**src/btsl_pkg.sv**
```systemverilog
// ----------------------------------------------------------------------------
// btsl_pkg
// Shared types, constants and the arctangent table for the bearing tracker
// ----------------------------------------------------------------------------
package btsl_pkg;

  localparam int COORD_BITS   = 16;
  localparam int MAG_W        = COORD_BITS;
  localparam int CORDIC_STEPS = 16;
  localparam int ATAN_ENTRIES = 24;
  localparam int CORDIC_LIMIT = (CORDIC_STEPS < ATAN_ENTRIES) ? CORDIC_STEPS : ATAN_ENTRIES;
  localparam int STEP_W       = $clog2(ATAN_ENTRIES + 1);
  localparam int PREC_SHIFT   = 24;
  localparam int ANG_FRAC     = 20;
  localparam int CW_W         = MAG_W + PREC_SHIFT + 4;
  localparam int ATAN_W       = 27;
  localparam int Z_W          = 28;
  localparam int ANG_W        = 7;
  localparam int DEG_W        = 9;
  localparam int SPD_W        = 9;
  localparam int CFG_W        = 9;

  localparam logic [DEG_W-1:0] DEG_360 = DEG_W'(360);
  localparam logic [DEG_W-1:0] DEG_181 = DEG_W'(181);
  localparam logic [DEG_W-1:0] DEG_180 = DEG_W'(180);
  localparam logic [DEG_W-1:0] DEG_179 = DEG_W'(179);
  localparam logic [ANG_W-1:0] ANG_90  = ANG_W'(90);
  localparam logic [ANG_W-1:0] ANG_89  = ANG_W'(89);
  localparam logic [ANG_W-1:0] ANG_45  = ANG_W'(45);
  localparam logic [ANG_W-1:0] ANG_0   = ANG_W'(0);

  typedef enum logic [1:0] {
    DIR_NONE = 2'd0,
    DIR_CW   = 2'd1,
    DIR_CCW  = 2'd2
  } turn_dir_e;

  typedef enum logic {
    REG_TURN_SPEED  = 1'b0,
    REG_INIT_TARGET = 1'b1
  } cfg_reg_e;

  typedef struct packed {
    logic             done;
    logic [ANG_W-1:0] angle;
  } cordic_res_t;

  // atan(2^-i) in degrees, Q.20, rounded to nearest
  function automatic logic [ATAN_W-1:0] atan_q20(input logic [STEP_W-1:0] idx);
    logic [ATAN_W-1:0] v;
    unique case (idx)
      STEP_W'(0):  v = ATAN_W'(47185920);
      STEP_W'(1):  v = ATAN_W'(27855475);
      STEP_W'(2):  v = ATAN_W'(14718068);
      STEP_W'(3):  v = ATAN_W'(7471121);
      STEP_W'(4):  v = ATAN_W'(3750058);
      STEP_W'(5):  v = ATAN_W'(1876857);
      STEP_W'(6):  v = ATAN_W'(938658);
      STEP_W'(7):  v = ATAN_W'(469357);
      STEP_W'(8):  v = ATAN_W'(234682);
      STEP_W'(9):  v = ATAN_W'(117342);
      STEP_W'(10): v = ATAN_W'(58671);
      STEP_W'(11): v = ATAN_W'(29335);
      STEP_W'(12): v = ATAN_W'(14668);
      STEP_W'(13): v = ATAN_W'(7334);
      STEP_W'(14): v = ATAN_W'(3667);
      STEP_W'(15): v = ATAN_W'(1833);
      STEP_W'(16): v = ATAN_W'(917);
      STEP_W'(17): v = ATAN_W'(458);
      STEP_W'(18): v = ATAN_W'(229);
      STEP_W'(19): v = ATAN_W'(115);
      STEP_W'(20): v = ATAN_W'(57);
      STEP_W'(21): v = ATAN_W'(29);
      STEP_W'(22): v = ATAN_W'(14);
      STEP_W'(23): v = ATAN_W'(7);
      default:     v = '0;
    endcase
    return v;
  endfunction

endpackage

```
**src/btsl_cordic.sv**
```systemverilog
// ----------------------------------------------------------------------------
// btsl_cordic
// Iterative CORDIC vectoring: first-quadrant angle of (ax, ay) in whole degrees
// ----------------------------------------------------------------------------
module btsl_cordic
  import btsl_pkg::*;
(
  input  logic             clk_i,
  input  logic             rst_ni,
  input  logic             start_i,
  input  logic [MAG_W-1:0] ax_i,
  input  logic [MAG_W-1:0] ay_i,
  output cordic_res_t      res_o
);

  logic signed [CW_W-1:0] x_q, x_d, y_q, y_d, xs, ys;
  logic signed [Z_W-1:0]  z_q, z_d, atan_s, z_deg;
  logic [STEP_W-1:0]      step_q, step_d;
  logic                   busy_q, busy_d, done_q, done_d, fin;
  logic [ANG_W-1:0]       angle_q, angle_d;

  assign xs     = x_q >>> step_q;
  assign ys     = y_q >>> step_q;
  assign atan_s = signed'(Z_W'(atan_q20(step_q)));
  assign fin    = (step_q == STEP_W'(CORDIC_LIMIT)) || (y_q == '0);
  assign z_deg  = z_q >>> ANG_FRAC;

  always_comb begin
    x_d     = x_q;
    y_d     = y_q;
    z_d     = z_q;
    step_d  = step_q;
    busy_d  = busy_q;
    done_d  = 1'b0;
    angle_d = angle_q;
    if (start_i) begin
      x_d    = $signed({{(CW_W-MAG_W){1'b0}}, ax_i}) <<< PREC_SHIFT;
      y_d    = $signed({{(CW_W-MAG_W){1'b0}}, ay_i}) <<< PREC_SHIFT;
      z_d    = '0;
      step_d = '0;
      busy_d = 1'b1;
    end else if (busy_q) begin
      if (fin) begin
        busy_d = 1'b0;
        done_d = 1'b1;
        if (z_q < 0) begin
          angle_d = ANG_0;
        end else if (z_deg > $signed(Z_W'(ANG_89))) begin
          angle_d = ANG_89;
        end else begin
          angle_d = z_deg[ANG_W-1:0];
        end
      end else begin
        step_d = step_q + STEP_W'(1);
        if (y_q > 0) begin
          x_d = x_q + ys;
          y_d = y_q - xs;
          z_d = z_q + atan_s;
        end else begin
          x_d = x_q - ys;
          y_d = y_q + xs;
          z_d = z_q - atan_s;
        end
      end
    end
  end

  always_ff @(posedge clk_i or negedge rst_ni) begin
    if (!rst_ni) begin
      busy_q <= 1'b0;
      done_q <= 1'b0;
    end else begin
      busy_q <= busy_d;
      done_q <= done_d;
    end
  end

  always_ff @(posedge clk_i) begin
    x_q     <= x_d;
    y_q     <= y_d;
    z_q     <= z_d;
    step_q  <= step_d;
    angle_q <= angle_d;
  end

  assign res_o.done  = done_q;
  assign res_o.angle = angle_q;

endmodule

```
**src/bearing_tracking_slew_limiter.sv**
```systemverilog
// ----------------------------------------------------------------------------
// bearing_tracking_slew_limiter
// Target bearing by CORDIC and slew-limited heading, not a new request each tick
// ----------------------------------------------------------------------------
// Each request carries the current heading and, when has_target is set, own
// and target positions; the bearing atan2(dy,dx) in whole degrees becomes the
// stored aim angle, and the heading then turns toward it along the shorter arc
// by at most turn_speed degrees, counterclockwise on a 180 degree tie. One
// request is in flight at a time and in_stall_o stays high while it is worked
// on. With no target a request goes straight to S_DONE; bearings on an axis
// or a diagonal pass through S_MAP, and all others first run the 16-step
// CORDIC vectoring loop on a single shift-and-add unit in S_CORDIC. The
// result sits in an output register, so the next request can be accepted
// while it waits. Writing initial_target_angle also loads the aim angle.
// ----------------------------------------------------------------------------
module bearing_tracking_slew_limiter
  import btsl_pkg::*;
(
  input  logic                  clk_i,
  input  logic                  rst_ni,
  input  logic                  cfg_we_i,
  input  logic                  cfg_idx_i,
  input  logic [CFG_W-1:0]      cfg_wdata_i,
  input  logic                  in_valid_i,
  output logic                  in_stall_o,
  input  logic                  has_target_i,
  input  logic [COORD_BITS-1:0] own_x_i,
  input  logic [COORD_BITS-1:0] own_y_i,
  input  logic [COORD_BITS-1:0] target_x_i,
  input  logic [COORD_BITS-1:0] target_y_i,
  input  logic [DEG_W-1:0]      current_heading_i,
  output logic                  out_valid_o,
  input  logic                  out_stall_i,
  output logic [DEG_W-1:0]      new_heading_o,
  output logic [1:0]            turn_direction_o,
  output logic                  on_target_o,
  output logic [DEG_W-1:0]      aim_angle_o
);

  typedef enum logic [3:0] {
    S_IDLE   = 4'b0001,
    S_CORDIC = 4'b0010,
    S_MAP    = 4'b0100,
    S_DONE   = 4'b1000
  } state_e;

  state_e state_q, state_d;

  logic [SPD_W-1:0] turn_speed_q;
  logic [DEG_W-1:0] aim_q, cfg_norm, mapped;
  logic             in_acc, exact_q, nx_q, ny_q, cordic_start, is_exact;
  logic [ANG_W-1:0] a_q, exact_a;
  logic [DEG_W-1:0] hd_q;
  logic [MAG_W-1:0] ax, ay;
  logic signed [COORD_BITS:0] dx, dy;
  cordic_res_t      cres;

  logic [DEG_W-1:0]  my, cw, ccw, nh;
  logic [DEG_W:0]    up_sum;
  logic [DEG_W+1:0]  dn_sum;
  turn_dir_e         dir;

  logic              out_valid_q, load_out;
  logic [DEG_W-1:0]  out_nh_q, out_aim_q;
  turn_dir_e         out_dir_q;
  logic              out_on_q;

  assign in_stall_o = (state_q != S_IDLE);
  assign in_acc     = in_valid_i && !in_stall_o;

  // relative position and magnitudes
  assign dx = $signed({target_x_i[COORD_BITS-1], target_x_i})
            - $signed({own_x_i[COORD_BITS-1], own_x_i});
  assign dy = $signed({target_y_i[COORD_BITS-1], target_y_i})
            - $signed({own_y_i[COORD_BITS-1], own_y_i});
  assign ax = dx[COORD_BITS] ? MAG_W'(-dx) : dx[MAG_W-1:0];
  assign ay = dy[COORD_BITS] ? MAG_W'(-dy) : dy[MAG_W-1:0];

  always_comb begin
    is_exact = 1'b1;
    exact_a  = ANG_0;
    priority if (ay == '0) begin
      exact_a = ANG_0;
    end else if (ax == '0) begin
      exact_a = ANG_90;
    end else if (ax == ay) begin
      exact_a = ANG_45;
    end else begin
      is_exact = 1'b0;
    end
  end

  assign cordic_start = in_acc && has_target_i && !is_exact;

  btsl_cordic u_cordic (
    .clk_i   (clk_i),
    .rst_ni  (rst_ni),
    .start_i (cordic_start),
    .ax_i    (ax),
    .ay_i    (ay),
    .res_o   (cres)
  );

  // quadrant mapping
  always_comb begin
    unique case ({nx_q, ny_q})
      2'b00:   mapped = DEG_W'(a_q);
      2'b10:   mapped = (exact_q ? DEG_180 : DEG_179) - DEG_W'(a_q);
      2'b01:   mapped = (a_q == ANG_0) ? '0 : DEG_360 - DEG_W'(a_q);
      default: mapped = (exact_q ? DEG_180 : DEG_181) + DEG_W'(a_q);
    endcase
  end

  assign cfg_norm = (cfg_wdata_i >= DEG_360) ? cfg_wdata_i - DEG_360 : cfg_wdata_i;

  // slew-limited heading
  always_comb begin
    my     = (hd_q >= DEG_360) ? hd_q - DEG_360 : hd_q;
    if (aim_q > my) begin
      cw  = aim_q - my;
      ccw = DEG_360 - cw;
    end else begin
      ccw = my - aim_q;
      cw  = DEG_360 - ccw;
    end
    up_sum = {1'b0, my} + {1'b0, turn_speed_q};
    dn_sum = (DEG_W+2)'(720) + (DEG_W+2)'(my) - (DEG_W+2)'(turn_speed_q);
    nh     = my;
    dir    = DIR_NONE;
    priority if (cw == '0 || ccw == '0) begin
      nh = my;
    end else if (cw < ccw) begin
      dir = DIR_CW;
      priority if (cw < turn_speed_q) begin
        nh = aim_q;
      end else if (up_sum >= (DEG_W+1)'(720)) begin
        nh = DEG_W'(up_sum - (DEG_W+1)'(720));
      end else if (up_sum >= (DEG_W+1)'(360)) begin
        nh = DEG_W'(up_sum - (DEG_W+1)'(360));
      end else begin
        nh = up_sum[DEG_W-1:0];
      end
    end else begin
      dir = DIR_CCW;
      priority if (ccw < turn_speed_q) begin
        nh = aim_q;
      end else if (dn_sum >= (DEG_W+2)'(720)) begin
        nh = DEG_W'(dn_sum - (DEG_W+2)'(720));
      end else if (dn_sum >= (DEG_W+2)'(360)) begin
        nh = DEG_W'(dn_sum - (DEG_W+2)'(360));
      end else begin
        nh = dn_sum[DEG_W-1:0];
      end
    end
    if (nh == my) begin
      dir = DIR_NONE;
    end
  end

  assign load_out = (state_q == S_DONE) && (!out_valid_q || !out_stall_i);

  always_comb begin
    state_d = state_q;
    unique case (state_q)
      S_IDLE: begin
        if (in_acc) begin
          if (!has_target_i) begin
            state_d = S_DONE;
          end else if (is_exact) begin
            state_d = S_MAP;
          end else begin
            state_d = S_CORDIC;
          end
        end
      end
      S_CORDIC: begin
        if (cres.done) begin
          state_d = S_MAP;
        end
      end
      S_MAP: begin
        state_d = S_DONE;
      end
      S_DONE: begin
        if (load_out) begin
          state_d = S_IDLE;
        end
      end
      default: state_d = S_IDLE;
    endcase
  end

  always_ff @(posedge clk_i or negedge rst_ni) begin
    if (!rst_ni) begin
      state_q       <= S_IDLE;
      turn_speed_q  <= SPD_W'(5);
      aim_q         <= '0;
      out_valid_q   <= 1'b0;
    end else begin
      state_q <= state_d;
      if (cfg_we_i) begin
        unique case (cfg_idx_i)
          REG_TURN_SPEED:  turn_speed_q <= cfg_wdata_i;
          REG_INIT_TARGET: aim_q        <= cfg_norm;
          default: ;
        endcase
      end else if (state_q == S_MAP) begin
        aim_q <= mapped;
      end
      if (load_out) begin
        out_valid_q <= 1'b1;
      end else if (!out_stall_i) begin
        out_valid_q <= 1'b0;
      end
    end
  end

  always_ff @(posedge clk_i) begin
    if (in_acc) begin
      hd_q    <= current_heading_i;
      nx_q    <= dx[COORD_BITS];
      ny_q    <= dy[COORD_BITS];
      exact_q <= is_exact;
      a_q     <= exact_a;
    end else if (state_q == S_CORDIC && cres.done) begin
      a_q <= cres.angle;
    end
    if (load_out) begin
      out_nh_q  <= nh;
      out_dir_q <= dir;
      out_on_q  <= (nh == aim_q);
      out_aim_q <= aim_q;
    end
  end

  assign out_valid_o      = out_valid_q;
  assign new_heading_o    = out_nh_q;
  assign turn_direction_o = out_dir_q;
  assign on_target_o      = out_on_q;
  assign aim_angle_o      = out_aim_q;

endmodule

```
**config.mk**
```make
export PLATFORM = sky130hd
export DESIGN_NAME = bearing_tracking_slew_limiter
export DESIGN_NICKNAME = d
export VERILOG_FILES = /design/src/btsl_pkg.sv /design/src/btsl_cordic.sv /design/src/bearing_tracking_slew_limiter.sv
export SDC_FILE = /design/constraint.sdc
export NUM_CORES = 1
export LEC_CHECK = 0
export BUFFER_PORTS_ARGS = -buffer_cell sky130_fd_sc_hd__buf_2
export CAP_MARGIN = 5
export CORE_MARGIN = 10
export CORE_UTILIZATION = 59
export DETAILED_ROUTE_END_ITERATION = 16
export PLACE_DENSITY = 0.79
export SYNTH_ARGS = -nofsm -noshare
export SYNTH_HDL_FRONTEND = slang
export SYNTH_HIERARCHICAL = 1
export SYNTH_SLANG_ARGS = --single-unit
export TNS_END_PERCENT = 20
```
**constraint.sdc**
```tcl
create_clock -name clk_i -period 7.5 [get_ports clk_i]
set_input_delay 1.5 -clock clk_i [delete_from_list [all_inputs] [get_ports clk_i]]
set_output_delay 1.5 -clock clk_i [all_outputs]
set_load 0.005 [all_outputs]
```
* After elaboration in Yosys (flattened, before gate mapping)
Memories as Yosys holds them, arrays and structs flattened. A register that Yosys moved wholly into a read port is not among the register bits.
Index checks and enable logic that the tools add are counted.
** Operators by class
- Add/sub/neg operators :: 27
- Multiply operators :: 0
- Div/mod/pow operators :: 0
- Magnitude comparators :: 13
- Eq/ne operators :: 17
- Shift operators :: 2
- Multiplexer cells :: 56
- Bitwise operators :: 3
- Reductions and logical operators :: 30
** Operator list (number)
- 2-to-1 mux 40 bit :: 6
- 2-to-1 mux 9 bit :: 16
- adder 44 bit :: 2
- 2-to-1 mux 44 bit :: 2
- >>> shifter 44 x 5 -> 44 bit :: 2
- subtractor 44 bit :: 2
- greater-than comparator 44 x 1 -> 1 bit, second input constant :: 1
- zero test 44 bit :: 1
- subtractor 9 bit, second input constant :: 4
- 2-to-1 mux 7 bit :: 5
- subtractor 16 x 16 -> 17 bit :: 2
- zero test 16 bit :: 2
- 2-to-1 mux 16 bit :: 2
- negator 16 bit :: 2
- adder 28 bit :: 1
- < comparator 28 x 1 -> 1 bit, second input constant :: 1
- 2-to-1 mux 28 bit :: 1
- subtractor 28 bit :: 1
- < comparator 9 bit :: 3
- case mux 9 bit (3 select lines) :: 1
- equality test 9 bit :: 2
- >= comparator 9 bit, second input constant :: 2
- zero test 9 bit :: 2
- subtractor 9 x 8 -> 9 bit, second input constant :: 2
- other kinds (43) :: 83
** Word-level totals
- Bits in registers :: 193
- Bits in latches :: 0
- RAM bits :: 0
- ROM bits :: 832
- Input bits :: 89
- Output and inout bits :: 23
- Word-level logic and storage cells :: 172
- Memories kept :: 1
** Memory list
- (no name shown) :: words 32, bits a word 26, rd ports 1, clocked after memory_dff 1, wr ports 0, line btsl_pkg.sv:51 : unique case (idx)

* Depth between registers and ports, before layout
- Depth after elaboration :: 12
- Mapped depth :: 33
- Mapped depth without buffers :: 30

* By module
The synthesis kept the hierarchy.
** By module, submodules not included
- btsl_cordic :: instances 1, cells each 2596, area each 21295.4 um^2, sequential area each 3523.4 um^2
- bearing_tracking_slew_limiter :: instances 1, cells each 1425, area each 10911.7 um^2, sequential area each 1780.5 um^2

* Worst setup path after synthesis
OpenSTA, ideal clock, no wires.
- Path kind :: register to register
- From :: register hd_q[4]
- To :: register out_dir_q[0], in the netlist turn_direction_o[0], data pin
- Setup time :: 0.269 ns
- Data arrival time :: 6.718 ns
- Data required time :: 7.231 ns
- Setup slack :: 0.513 ns
- Stages on the path, launching flop included :: 31
- Path buffers :: 4
- Clock period less this slack :: 6.987 ns
- Cells stage by stage :: edfxtp_1 -> inv_1 -> ha_1 -> and3b_1 -> a311o_2 -> nand2_1 -> nor2_1 -> o22ai_1 -> inv_1 -> ha_1 -> clkbuf_1 -> nand2_1 -> o21ai_0 -> mux2_2 -> o41a_1 -> buf_2 -> buf_1 -> clkbuf_1 -> nor2_1 -> a21oi_1 -> ha_1 -> a211oi_1 -> nand2_1 -> o311ai_1 -> nor3_2 -> or4b_4 -> o21a_1 -> a2111o_1 -> a2111o_1 -> nor3_2 -> nor3_1
** Between the ends
- Longest elaborated chain between the ends :: 12
- Elaborated cells between the ends (all ways) :: 38
- Classes of those cells :: add/sub: 12; order compare: 9; eq/ne: 1; mux: 12; reduce/logical: 4
** Ends and longest elaborated chain
- from (decl) :: line bearing_tracking_slew_limiter.sv:53 : logic [DEG_W-1:0] hd_q;
- from (signal assigned) :: line bearing_tracking_slew_limiter.sv:220 : hd_q <= current_heading_i;
- subtractor 9 bit / >= comparator 9 bit (equally long branches) :: line bearing_tracking_slew_limiter.sv:118 : my = (hd_q >= DEG_360) ? hd_q - DEG_360 : hd_q;
- 2-to-1 mux 9 bit * :: line bearing_tracking_slew_limiter.sv:118
- adder 10 x 9 -> 11 bit :: line bearing_tracking_slew_limiter.sv:127 : dn_sum = (DEG_W+2)'(720) + (DEG_W+2)'(my) - (DEG_W+2)'(turn_speed_q);
- subtractor 11 x 9 -> 11 bit :: line bearing_tracking_slew_limiter.sv:127
- subtractor 9 bit / >= comparator 11 x 9 -> 1 bit (equally long branches) :: line bearing_tracking_slew_limiter.sv:150, bearing_tracking_slew_limiter.sv:149
- 2-to-1 mux 9 bit :: line bearing_tracking_slew_limiter.sv:149 : end else if (dn_sum >= (DEG_W+2)'(360)) begin
- 2-to-1 mux 9 bit :: line bearing_tracking_slew_limiter.sv:147 : end else if (dn_sum >= (DEG_W+2)'(720)) begin
- 2-to-1 mux 9 bit :: line bearing_tracking_slew_limiter.sv:145 : priority if (ccw < turn_speed_q) begin
- 2-to-1 mux 9 bit :: line bearing_tracking_slew_limiter.sv:132 : end else if (cw < ccw) begin
- 2-to-1 mux 9 bit :: line bearing_tracking_slew_limiter.sv:130 : priority if (cw == '0 || ccw == '0) begin
- equality test 9 bit :: line bearing_tracking_slew_limiter.sv:155 : if (nh == my) begin
- OR reduction 2 bit (no line)
- to (signal assigned) :: line bearing_tracking_slew_limiter.sv:230 : out_dir_q <= dir;
- to (decl) :: line bearing_tracking_slew_limiter.sv:65 : turn_dir_e out_dir_q;
Mark *: on every way between the ends. The rest lies on a longest branch, timed or not.
A chain may end at the register's enable or synchronous reset.

* Worst setup path after layout
- From :: register u_cordic.step_q[2]
- To :: register u_cordic.y_q[37], data pin
** Between the ends
- Longest elaborated chain between the ends :: 6
- Elaborated cells between the ends (all ways) :: 7
- Classes of those cells :: add/sub: 2; shift: 1; mux: 4
** Ends and longest elaborated chain
- from (decl) :: line btsl_cordic.sv:18 : logic [STEP_W-1:0] step_q, step_d;
- from (signal assigned) :: line btsl_cordic.sv:82 : step_q <= step_d;
- >>> shifter 44 x 5 -> 44 bit * :: line btsl_cordic.sv:22 : assign xs = x_q >>> step_q;
- adder 44 bit / subtractor 44 bit (equally long branches) :: line btsl_cordic.sv:61, btsl_cordic.sv:57
- 2-to-1 mux 44 bit * :: line btsl_cordic.sv:55 : if (y_q > 0) begin
- 2-to-1 mux 40 bit * :: line btsl_cordic.sv:43 : if (fin) begin
- 2-to-1 mux 40 bit * :: line btsl_cordic.sv:42 : end else if (busy_q) begin
- 2-to-1 mux 40 bit * :: line btsl_cordic.sv:36 : if (start_i) begin
- via u_cordic.y_d[37] :: line btsl_cordic.sv:16 : logic signed [CW_W-1:0] x_q, x_d, y_q, y_d, xs, ys;
- to (signal assigned) :: line btsl_cordic.sv:80 : y_q <= y_d;
- to (decl) :: line btsl_cordic.sv:16
The timed path passes the listed nets; every way through them passes the cells marked *. The select of a mux whose other input is x is not followed.

==> flow_summary.toml <==
[synthesis]
synthCells = 4021
synth_fp_nets = 4362
syn_area_mm2 = 0.0322
synth-edff-count = 79
yosysUniqueCellTypes = 122
synth_ff_type = "dfxtp_1"
synthArstFlopShare_pct = 11.4
ys_seq_elements = 219
synth-seq-area-share_pct = 16.5
syn_avg_cell_area_um2 = 8.01
ys_warn_count = 6

[routing]
wl_per_cell_um = 22.7
dr.pass1.iters = 14
finalWirelength_mm = 109
detail-route-antenna-nets = 0
routed_via_density = 6.83
drtIter0Drc = 3796
vias = 32829
drc = 0

[sta]
tns_ns = 0
slew_violations = 0
setup_viol = 0
finalWorstPathRequiredPeriod_ns = 7.28
max_slew_margin_pct = 16.9
hold_violations = 0
rsz0062_at_grt = "yes"
tightest_slew_ns = 1.24
finClkSkew_ns = 0.0213
fmax_ghz = 0.137
fin_crit_sh_pct = 97.1

[clocking]
clockBufferDepth = 3
ctsRootBufferMaster = "clkbuf_16"
cts_max_level = 1
cts_tree = "done"
cts_sinks = 219
cts_buffers = 28
cts.clk_slew.worst_paths_ns = 0.06
cts_hold_buf = 0
worstSkewPairLatency_ns = 0.59

[run_status]
status = "finished clean"

[global_routing]
grt_pass1_vias = 30710
grt_overflow = 0
grt_max_degree = 83
grt_pass1_wl_mm = 170
antenna_found_initial = 1
grtUsageTotal_pct = 32.6

[worst_setup_path]
endpoint_kind = "flip-flop"
crit_required_ns = 7.82
arrival_ns = 7.60
r2r-start = "u_cordic/step_q[2]"
path_cells = "buf_4 -> mux4_2 -> mux2_2 -> mux2i_1 -> o221ai_1 -> or3_4 -> or3_4 -> nor2_1 -> a31oi_1 -> xnor2_1 -> ha_1 -> a21oi_1 -> inv_1 -> a2111oi_0 -> o21ai_0 -> a22oi_1 -> a21oi_1 -> o21ai_0 -> a21oi_1 -> o21ai_0 -> mux2i_1 -> nand2_1"
startpoint_type = "flip-flop"
rr_worst_depth = 22
crit_fanout = 33
crit_type = "reg -> reg"
reg2reg_slack_ns = 0.22
max_stage_delay_ns = 0.74
r2r_end = "u_cordic/y_q[37]"
crit_slowest_cell = "dfxtp_4"

[hold_path]
hold_end = "u_cordic/z_q[7]"
hold_path_class = "reg -> reg"
min_delay_path_depth = 2
timing.hold.worst.start = "u_cordic/z_q[7]"

[placement]
port_buffers = 111
gp_congestion = 1.04
dp_hpwl_mm = 83.6

[final_layout]
fillerInstances = 4735
final_net_count = 4429
drive_above_1_share_pct = 14.9
n_antenna_cell = 0
area_growth_pct = 8.24

[floorplan]
die_h_um = 254
fp.dieArea_mm2 = 0.0643
core-area_mm2 = 0.0539
die_x_um = 254
std_cell_rows = 85
start_util_pct = 59.7
num_io_pins = 112

[flow_run]
max_cap_viol_count = 0
critical path: cells and delay by family (launching register included):
kind / cells / cell delay [ns]
multiplexers: 4 / 1.32
XOR/XNOR: 1 / 0.32
adder cells (fa/ha/maj): 1 / 0.36
AND/OR/NAND/NOR: 4 / 1.09
AO/OA/AOI/OAI: 10 / 2.66
buffers and inverters: 2 / 0.44
flip-flops: 1 / 0.74
cell type report:
class / instances / area [um2] / share of cell area [%]
Clock buffer: 39 / 835 / 2.39
Timing Repair Buffer: 255 / 1750 / 5.01
Clock inverter: 13 / 128 / 0.366
Multi-Input combinational cell: 3381 / 25200 / 72.3
Inverter: 203 / 762 / 2.19
Sequential cell: 219 / 5320 / 15.3
Tap cell: 696 / 871 / 2.50
cells in the final DEF (no fill, tap or decap), types with 39 or more instances in the layout:
master,instances
ha_1,242
mux2_2,70
mux2i_1,91
a21o_1,100
nand2_1,418
buf_2,111
xnor2_1,200
o21ai_0,218
dfxtp_1,110
xor2_1,103
inv_1,195
o21a_1,54
a31oi_1,72
a21oi_1,349
nor3_1,81
edfxtp_1,79
nor2b_1,39
nand3_1,100
nor2_1,290
buf_4,135
a211oi_1,69
mux4_2,120
per-layer routing:
layer	GRT usage (%)	wire (um)
met2	53.0	49600
met1	41.0	43300
met4	15.5	5850
met3	6.22	10400
met5	0	7
how the worst max path moves through the flow:
stage,from,to,cells after the start
final,u_cordic/step_q[2],u_cordic/y_q[37],22
after global routing,hd_q[4],on_target_o,29
after CTS,hd_q[4],on_target_o,29
after detailed placement,target_x_i[0],u_cordic/atan_s[11],21
after global placement,hd_q[4],on_target_o,29
after floorplan,hd_q[4],turn_direction_o[0],30
sequential cells by signal, summed over array words and instances, names as in the netlist, 2 cells and up:
signal and count:
state_q 4, new_heading_o 9, u_cordic/step_q 5, aim_q 9, aim_angle_o 9, u_cordic/atan_s 26
hd_q 9, turn_direction_o 2, u_cordic/angle_q 7, u_cordic/z_q 28, u_cordic/y_q 44, a_q 7
turn_speed_q 9, u_cordic/x_q 44
kinds of logic (layout without fill, tap and decap cells):
family                   count (synthesis)  in the layout  synth area share (%)
AO/OA/AOI/OAI                         1284           1284                  26.7
XOR/XNOR                               308            308                  8.53
flip-flops                             219            219                  16.5
multiplexers                           281            281                  13.7
buffers and inverters                  421            510                  5.60
adder cells (fa/ha/maj)                252            252                  10.0
AND/OR/NAND/NOR                       1256           1256                  19.0
stage by stage:
| stage | instances | utilization, % | hold slack [ns] | setup WS (ns) | area, um2 |
|---|---|---|---|---|---|
| global placement | 4753 | 62.7 | 0.442 | 0.242 | 33800 |
| CTS | 4805 | 64.5 | 0.463 | 0.188 | 34800 |
| global route | 4806 | 64.7 | 0.473 | 0.0108 | 34900 |
| floorplan | 4021 | - | 0.436 | 0.513 | 32200 |
| finish | 4806 | 64.7 | 0.458 | 0.220 | 34900 |
| detailed placement | 4753 | 62.7 | 0.454 | 0.0630 | 33800 |
repair_timing:
action                                  in CTS  in global routing
endpoints found under the setup margin       0                  5
buffers inserted                             0                  1
resized for setup                            0                 13
cell usage after synthesis, types with 103 or more instances:
cell        n  area (um2)
a21oi_1   350        1750
nand2_1   419        1570
clkbuf_1  133         499
xor2_1    103         902
o21ai_0   221        1110
inv_1     196         736
xnor2_1   201        1760
mux4_2    120        2700
nor2_1    294        1100
dfxtp_1   115        2300
ha_1      242        3030
Power is not shown: default switching activity piles up to over one toggle a cycle in this logic, so the estimate is an artifact.
